## src/sv/hierarchical_transform_propagation_core_assert.svh

```systemverilog
`ifndef HIERARCHICAL_TRANSFORM_PROPAGATION_CORE_ASSERT_SVH
`define HIERARCHICAL_TRANSFORM_PROPAGATION_CORE_ASSERT_SVH

// same-cycle implication, checked while out of reset
`define HTPC_ASSERT_IMP(lbl, ante, cons, msg) \
    lbl: assert property (@(posedge i_clk) disable iff (!i_rst_n) (ante) |-> (cons)) \
        else $error(msg);

// next-cycle implication, checked while out of reset
`define HTPC_ASSERT_NXT(lbl, ante, cons, msg) \
    lbl: assert property (@(posedge i_clk) disable iff (!i_rst_n) (ante) |=> (cons)) \
        else $error(msg);

`endif

```

## src/sv/hftp_pkg.sv

```systemverilog
package hftp_pkg;

    localparam int MAX_NODES = 256;
    localparam int IDX_W     = $clog2(MAX_NODES);
    localparam int WORD_W    = 32;
    localparam int ENTRY_W   = 6 * WORD_W;
    localparam int MUL_W     = 33;
    localparam int PROD_W    = 2 * MUL_W;
    localparam int ACC_W     = PROD_W + 2;

    // odd sine series coefficients, q30
    localparam logic signed [MUL_W-1:0] Q30_C1 = 33'sd1686629713;
    localparam logic signed [MUL_W-1:0] Q30_C3 = 33'sd693598669;
    localparam logic signed [MUL_W-1:0] Q30_C5 = 33'sd85569306;
    localparam logic signed [MUL_W-1:0] Q30_C7 = 33'sd5026994;
    localparam logic signed [MUL_W-1:0] Q30_C9 = 33'sd172272;

    // micro step boundaries
    localparam logic [4:0] ST_TRIG_G   = 5'd6;
    localparam logic [4:0] ST_LOC      = 5'd12;
    localparam logic [4:0] ST_LOC_LAST = 5'd15;
    localparam logic [4:0] ST_GLB      = 5'd16;
    localparam logic [4:0] ST_LAST     = 5'd27;

    localparam logic signed [ACC_W-1:0] SAT_MAX = ACC_W'(64'sd2147483647);
    localparam logic signed [ACC_W-1:0] SAT_MIN = ACC_W'(-64'sd2147483648);

    typedef enum logic [2:0] {
        S_IDLE = 3'b001,
        S_RUN  = 3'b010,
        S_DONE = 3'b100
    } t_state;

    typedef struct packed {
        logic mul_en;
        logic acc_load;
    } t_mac_ctl;

    typedef struct packed {
        logic                     sat;
        logic signed [WORD_W-1:0] val;
    } t_rnd;

    // round half up from q32 to q16 and clamp to 32 bits
    function automatic t_rnd rnd_sat(input logic signed [ACC_W-1:0] v);
        logic signed [ACC_W-1:0] w;
        t_rnd r;
        w = (v + ACC_W'(32768)) >>> 16;
        if (w > SAT_MAX) begin
            r.sat = 1'b1;
            r.val = SAT_MAX[WORD_W-1:0];
        end else if (w < SAT_MIN) begin
            r.sat = 1'b1;
            r.val = SAT_MIN[WORD_W-1:0];
        end else begin
            r.sat = 1'b0;
            r.val = w[WORD_W-1:0];
        end
        return r;
    endfunction

endpackage

```

## src/sv/hftp_mac.sv

```systemverilog
module hftp_mac (
    input  logic                              i_clk,
    input  hftp_pkg::t_mac_ctl                i_ctl,
    input  logic signed [hftp_pkg::MUL_W-1:0] i_a,
    input  logic signed [hftp_pkg::MUL_W-1:0] i_b,
    input  logic signed [hftp_pkg::ACC_W-1:0] i_addend,
    output logic signed [hftp_pkg::PROD_W-1:0] o_prod,
    output logic signed [hftp_pkg::ACC_W-1:0] o_sum
);
    import hftp_pkg::*;

    logic signed [PROD_W-1:0] r_prod;
    logic signed [ACC_W-1:0]  r_acc;

    always_ff @(posedge i_clk) begin
        if (i_ctl.mul_en) begin
            r_prod <= i_a * i_b;
        end
        if (i_ctl.acc_load) begin
            r_acc <= ACC_W'(r_prod) + i_addend;
        end
    end

    assign o_prod = r_prod;
    assign o_sum  = r_acc + ACC_W'(r_prod);
endmodule

```

## config.mk

```make
export PLATFORM = sky130hd
export DESIGN_NAME = hftp_mac
export DESIGN_NICKNAME = d
export VERILOG_FILES = /design/src/sv/hierarchical_transform_propagation_core_assert.svh /design/src/sv/hftp_pkg.sv /design/src/sv/hftp_mac.sv
export SDC_FILE = /design/constraint.sdc
export NUM_CORES = 2
export LEC_CHECK = 0
export BUFFER_PORTS_ARGS = -buffer_cell sky130_fd_sc_hd__buf_4
export CORE_UTILIZATION = 36
export DETAILED_ROUTE_END_ITERATION = 6
export GPL_ROUTABILITY_DRIVEN = 0
export RECOVER_POWER = 100
export SLEW_MARGIN = 20
export SYNTH_ARGS = -nofsm -noshare
export SYNTH_HDL_FRONTEND = slang
export SYNTH_SLANG_ARGS = --single-unit
```

## constraint.sdc

```tcl
create_clock -name i_clk -period 14.6 [get_ports i_clk]
set_clock_uncertainty 0.2 [all_clocks]
set_input_delay 0.73 -clock i_clk [delete_from_list [all_inputs] [get_ports i_clk]]
set_output_delay 0.73 -clock i_clk [all_outputs]
set_load 0.03 [all_outputs]
```

## After elaboration in Yosys (flattened, before gate mapping)

Index checks and enable logic that the tools add are counted.

| word-level totals | value |
|---|---|
| logic and storage cells | 5 |
| bits in registers | 134 |

| operators by class | value |
|---|---|
| multiply operators | 1 |
| add/sub/neg operators | 2 |

Operators with widths:

| operator | count |
|---|---|
| 66-bit by 68-bit adder with 68-bit output | 1 |
| 68-bit by 66-bit adder with 68-bit output | 1 |
| 33-bit by 33-bit multiplier with 66-bit output | 1 |

## Longest topological paths before layout

| depth | value |
|---|---|
| depth after elaboration | 1 |
| gate-level depth with buffers | 29 |
| mapped depth without buffers | 27 |

## Worst setup path before layout

OpenSTA, ideal clock, no wires.

| timing | value |
|---|---|
| path kind | in2reg |
| start | input i_a[32] (netlist name) |
| end | register r_prod[63] (netlist: o_prod[63]) (data pin) |
| stages on the path | 26 |
| slack | 5.882 ns |
| arrival time | 8.253 ns |
| buffers on the path | 2 |
| data required time | 14.134 ns |
| path through | clkbuf_1 -> nand2_1 -> inv_1 -> fa_1 -> fa_1 -> fa_1 -> inv_1 -> fa_1 -> inv_1 -> fa_1 -> fa_1 -> fa_1 -> inv_1 -> fa_1 -> inv_1 -> ha_1 -> clkbuf_1 -> a21o_1 -> a21o_1 -> a21o_1 -> a21oi_1 -> a21boi_0 -> a311oi_2 -> and3b_1 -> nor3_1 -> a211oi_1 |

| on the way | value |
|---|---|
| cells in the longest elaborated chain, start to end | 1 |

Ends and longest elaborated chain:

| item | RTL line | source |
|---|---|---|
| from (decl) | hftp_mac.sv:4 | `input logic signed [hftp_pkg::MUL_W-1:0] i_a,` |
| 33-bit by 33-bit multiplier with 66-bit output | hftp_mac.sv:17 | `r_prod <= i_a * i_b;` |
| to (signal assigned) | hftp_mac.sv:17 |  |
| to (decl) | hftp_mac.sv:12 | `logic signed [PROD_W-1:0] r_prod;` |

Every way passes these cells.
A chain may end at the register's enable or synchronous reset.

## Worst setup path in the final report

| timing | value |
|---|---|
| start | input i_a[32] (netlist name) |
| end | register r_prod[65] (netlist: o_prod[65]) (data pin) |

The elaborated chain is that of the path after synthesis.

==> key figures <==
Finish
  – Area grow syn2layout: 6.92%
  – Layout Nets: ~7000
  – Fillers: 14100
  – Layout cells sized above 1: 0.0336

Floorplan
  – Die ar.: 142000 um2
  – Die height: 377 um
  – Die X: 377 um
  – # rows: 137
  – Starting density of the core: 0.363
  – Core box area: 140000 um2
  – Ports: 271

Clocking
  – Post-CTS Hold Buffers: 0
  – Total CTS buffers: 25
  – CTS root buf: clkbuf_16
  – Clock buffer depth: 3
  – Max H-tree Level: 4
  – CTS tree: done
  – Post_cts resized: 0
  – Clk_lat worst skew: 0.50 ns
  – CTS sink count: approximately 130
  – Clock slew at reported path FFs: 0.06 ns
  – Postcts setup bufs: 0

Global routing
  – Vias in the first global route: 40300
  – Gr ovfl total: 0
  – GRT Resource Usage Total: 0.216
  – Initial antenna violation count: 12
  – Global-route wire length before repair: between 200000 and 250000 um
  – Largest net degree at the start of global routing: 67

Drt
  – Final wirelength: 153000 um
  – Via count: 37900
  – Pre-Repair DR Iteration Count: 6
  – Residual DRC count: 0
  – DR iter-0 viols: 2936
  – DR vias/cell: 5.11
  – Antenna-violating nets left: 0
  – Routed len/inst: 20.6 um

Yosys
  – Asr flop ratio synth: 0
  – Prevailing post-synth register cell: edfxtp_1
  – Yosys cell types: 78
  – Yosys reg bits: 134
  – Sequential-to-total area share from yosys stat: 0.0793
  – Post-synthesis cell area: approximately 50000 um2
  – Yosys warning total: 0
  – Synthesized Nets: 7118
  – Cells after synthesis: between 5000 and 6000
  – Synth cell count leaders: fa_1 (1147), inv_1 (1147), nand2_1 (644)
  – Average size of a mapped cell: roughly 9 um2
  – Synth area leader: fa_1
  – Post-synth EDFFs: 134
  – Cell types occupying the most area after synthesis: fa_1 (45%), ha_1 (8.7%), inv_1 (8.5%), edfxtp_1 (7.9%), and2_1 (6.9%)
  – Yosys top cell area share: 0.452

STA
  – Least-Margin Pin Slew: 3.35 ns
  – Fin. max-slew vios: a little under 200
  – Setup violators final: 0
  – Final hold violations: 0
  – Setup_tns: 0 ns
  – RSZ-0062 raised after global routing: false
  – Post-route minimum period: around 11 ns
  – Max transition margin: -1.23
  – Final period utilization: 0.730
  – Achievable Freq: 93.8 MHz

Worst setup path
  – Critical path's largest stage delay: 1.18 ns
  – Crit path buf inv count: 7
  – Max FO, Critical Path: 33
  – Worst EP arrival: about 11 ns
  – Required time of the critical path: between 10 and 15 ns
  – CP Class: in2reg
  – Reg2reg setup slack: 9.94 ns
  – CP delay by family, top: adder cells
  – Crit start category: input port
  – Most numerous cell on the critical path: fa_1
  – Reg2Reg Launch Point: o_prod[0]
  – CP max stage cell: clkbuf_1
  – CP endpoint kind: register
  – R2R depth: 14
  – Worst r2r dst: r_acc[62]

Worst hold path
  – Worst hold-check path type: in2reg
  – Hold Crit Start: i_addend[0]
  – Hold EP: r_acc[0]
  – Hold Path Depth: 2

Run status
  – Failing checks: capacitance limit, slew limit
  – Status: complete, but fails checks

Job
  – Max Cap Viol: 4

Placed design
  – PortBufs: between 200 and 300
  – Post-DP HPWL: ~120000 um
==> how the worst max path moves through the flow <==
stage / from / endpoint / slack (ns) / depth (start not counted)
final: i_a[32] / o_prod[65] / 3.94 / 26
after global placement: i_a[32] / o_prod[63] / 5.35 / 26
after detailed placement: i_a[32] / o_prod[65] / 5.20 / 26
after CTS: i_a[32] / o_prod[65] / 5.74 / 26
after floorplan: i_a[32] / o_prod[63] / 5.88 / 26
after global routing: i_a[32] / o_prod[65] / 3.51 / 26
==> layer usage <==
metal  global-route usage  wire (um)  vias to the layer above
met5                    0         28                        -
met4               0.0622       4490                        6
met3               0.0497      13200                      260
met2                0.344      68200                     1466
met1                0.293      67000                    19300
li1                     -          -                    16800
==> flip-flops by register name, indices dropped and copies added (netlist names) <==
name / count
r_acc: 68
o_prod: 66
==> per-stage QoR <==
stage	hold slack, ns	util	cell area (um2)	std cells	worst slack [ns]
after CTS	0.255	0.393	54800	7406	5.74
after floorplan	0.591	-	50800	5483	5.88
after global routing	0.342	0.388	54300	7412	3.51
after detailed placement	0.422	0.388	54200	7374	5.20
after global placement	0.427	0.388	54200	7374	5.35
final	0.340	0.388	54300	7414	3.94
==> cells in the final DEF (no fill, tap or decap), types with 6 or more instances in the layout <==
| cell type | synthesis | routed |
|---|---|---|
| a21oi_1 | 214 | 215 |
| or3_1 | 7 | 8 |
| fa_1 | 1147 | 1147 |
| clkbuf_1 | 255 | 138 |
| and4_1 | 6 | 6 |
| o21bai_1 | 43 | 43 |
| o21ai_0 | 122 | 129 |
| inv_1 | 1147 | 1147 |
| a31oi_1 | 23 | 28 |
| nor2_1 | 94 | 94 |
| and2_1 | 559 | 553 |
| diode_2 | 0 | 8 |
| o21a_1 | 25 | 25 |
| o211ai_1 | 9 | 9 |
| xor2_1 | 68 | 68 |
| nand3_1 | 36 | 36 |
| o31ai_1 | 8 | 8 |
| o2111ai_1 | 8 | 8 |
| or2_2 | 7 | 7 |
| nor4_1 | 6 | 6 |
| xnor2_1 | 137 | 137 |
| a221oi_1 | 5 | 6 |
| nor3_1 | 31 | 31 |
| a41oi_1 | 6 | 6 |
| o41ai_1 | 7 | 8 |
| nand2_1 | 644 | 645 |
| and2_0 | 0 | 6 |
| nand4_1 | 47 | 47 |
| nor2b_1 | 45 | 45 |
| buf_4 | 3 | 142 |
| ha_1 | 351 | 351 |
| a211oi_1 | 16 | 16 |
| a21o_1 | 138 | 138 |
| edfxtp_1 | 134 | 134 |
| and3_1 | 27 | 27 |
| nand2b_1 | 21 | 21 |
| clkbuf_16 | 0 | 25 |
==> worst register-to-register path, cell delays in order (launching register included) <==
cell and delay (ns):
edfxtp_1 0.43, ha_1 0.24, inv_1 0.08, fa_1 0.20, nor2b_1 0.06, o31a_1 0.30, o211ai_1 0.32, a2111oi_0 0.19
clkbuf_1 0.19, o2111ai_1 0.40, a21oi_1 0.20, o41ai_1 0.95, o21ai_0 0.32, a21oi_1 0.24, xnor2_1 0.08
==> layout make-up <==
| class | instances | area (um2) | share of cell area |
|---|---|---|---|
| sequential | 134 | 4020 | 0.0742 |
| clock buffer | 26 | 629 | 0.0116 |
| tap | 1876 | 2350 | 0.0433 |
| clock inverter | 6 | 31.3 | 0.000576 |
| inverter | 1147 | 4310 | 0.0793 |
| multi-input combinational | 3938 | 41300 | 0.762 |
| antenna | 8 | 20.0 | 0.000369 |
| timing repair buffer | 279 | 1580 | 0.0291 |
==> cells by family after synthesis <==
| group | after synthesis | share of synthesized area |
|---|---|---|
| AND/OR/NAND/NOR | 1543 | 0.153 |
| adder cells (fa/ha/maj) | 1498 | 0.539 |
| multiplexers | 1 | 0.000222 |
| XOR/XNOR | 205 | 0.0354 |
| flip-flops | 134 | 0.0793 |
| buffers and inverters | 1411 | 0.105 |
| AO/OA/AOI/OAI | 691 | 0.0883 |
Power is left out: the tool's default activity adds up to more than one toggle a clock period on the data nets, which glitch-free logic cannot reach.
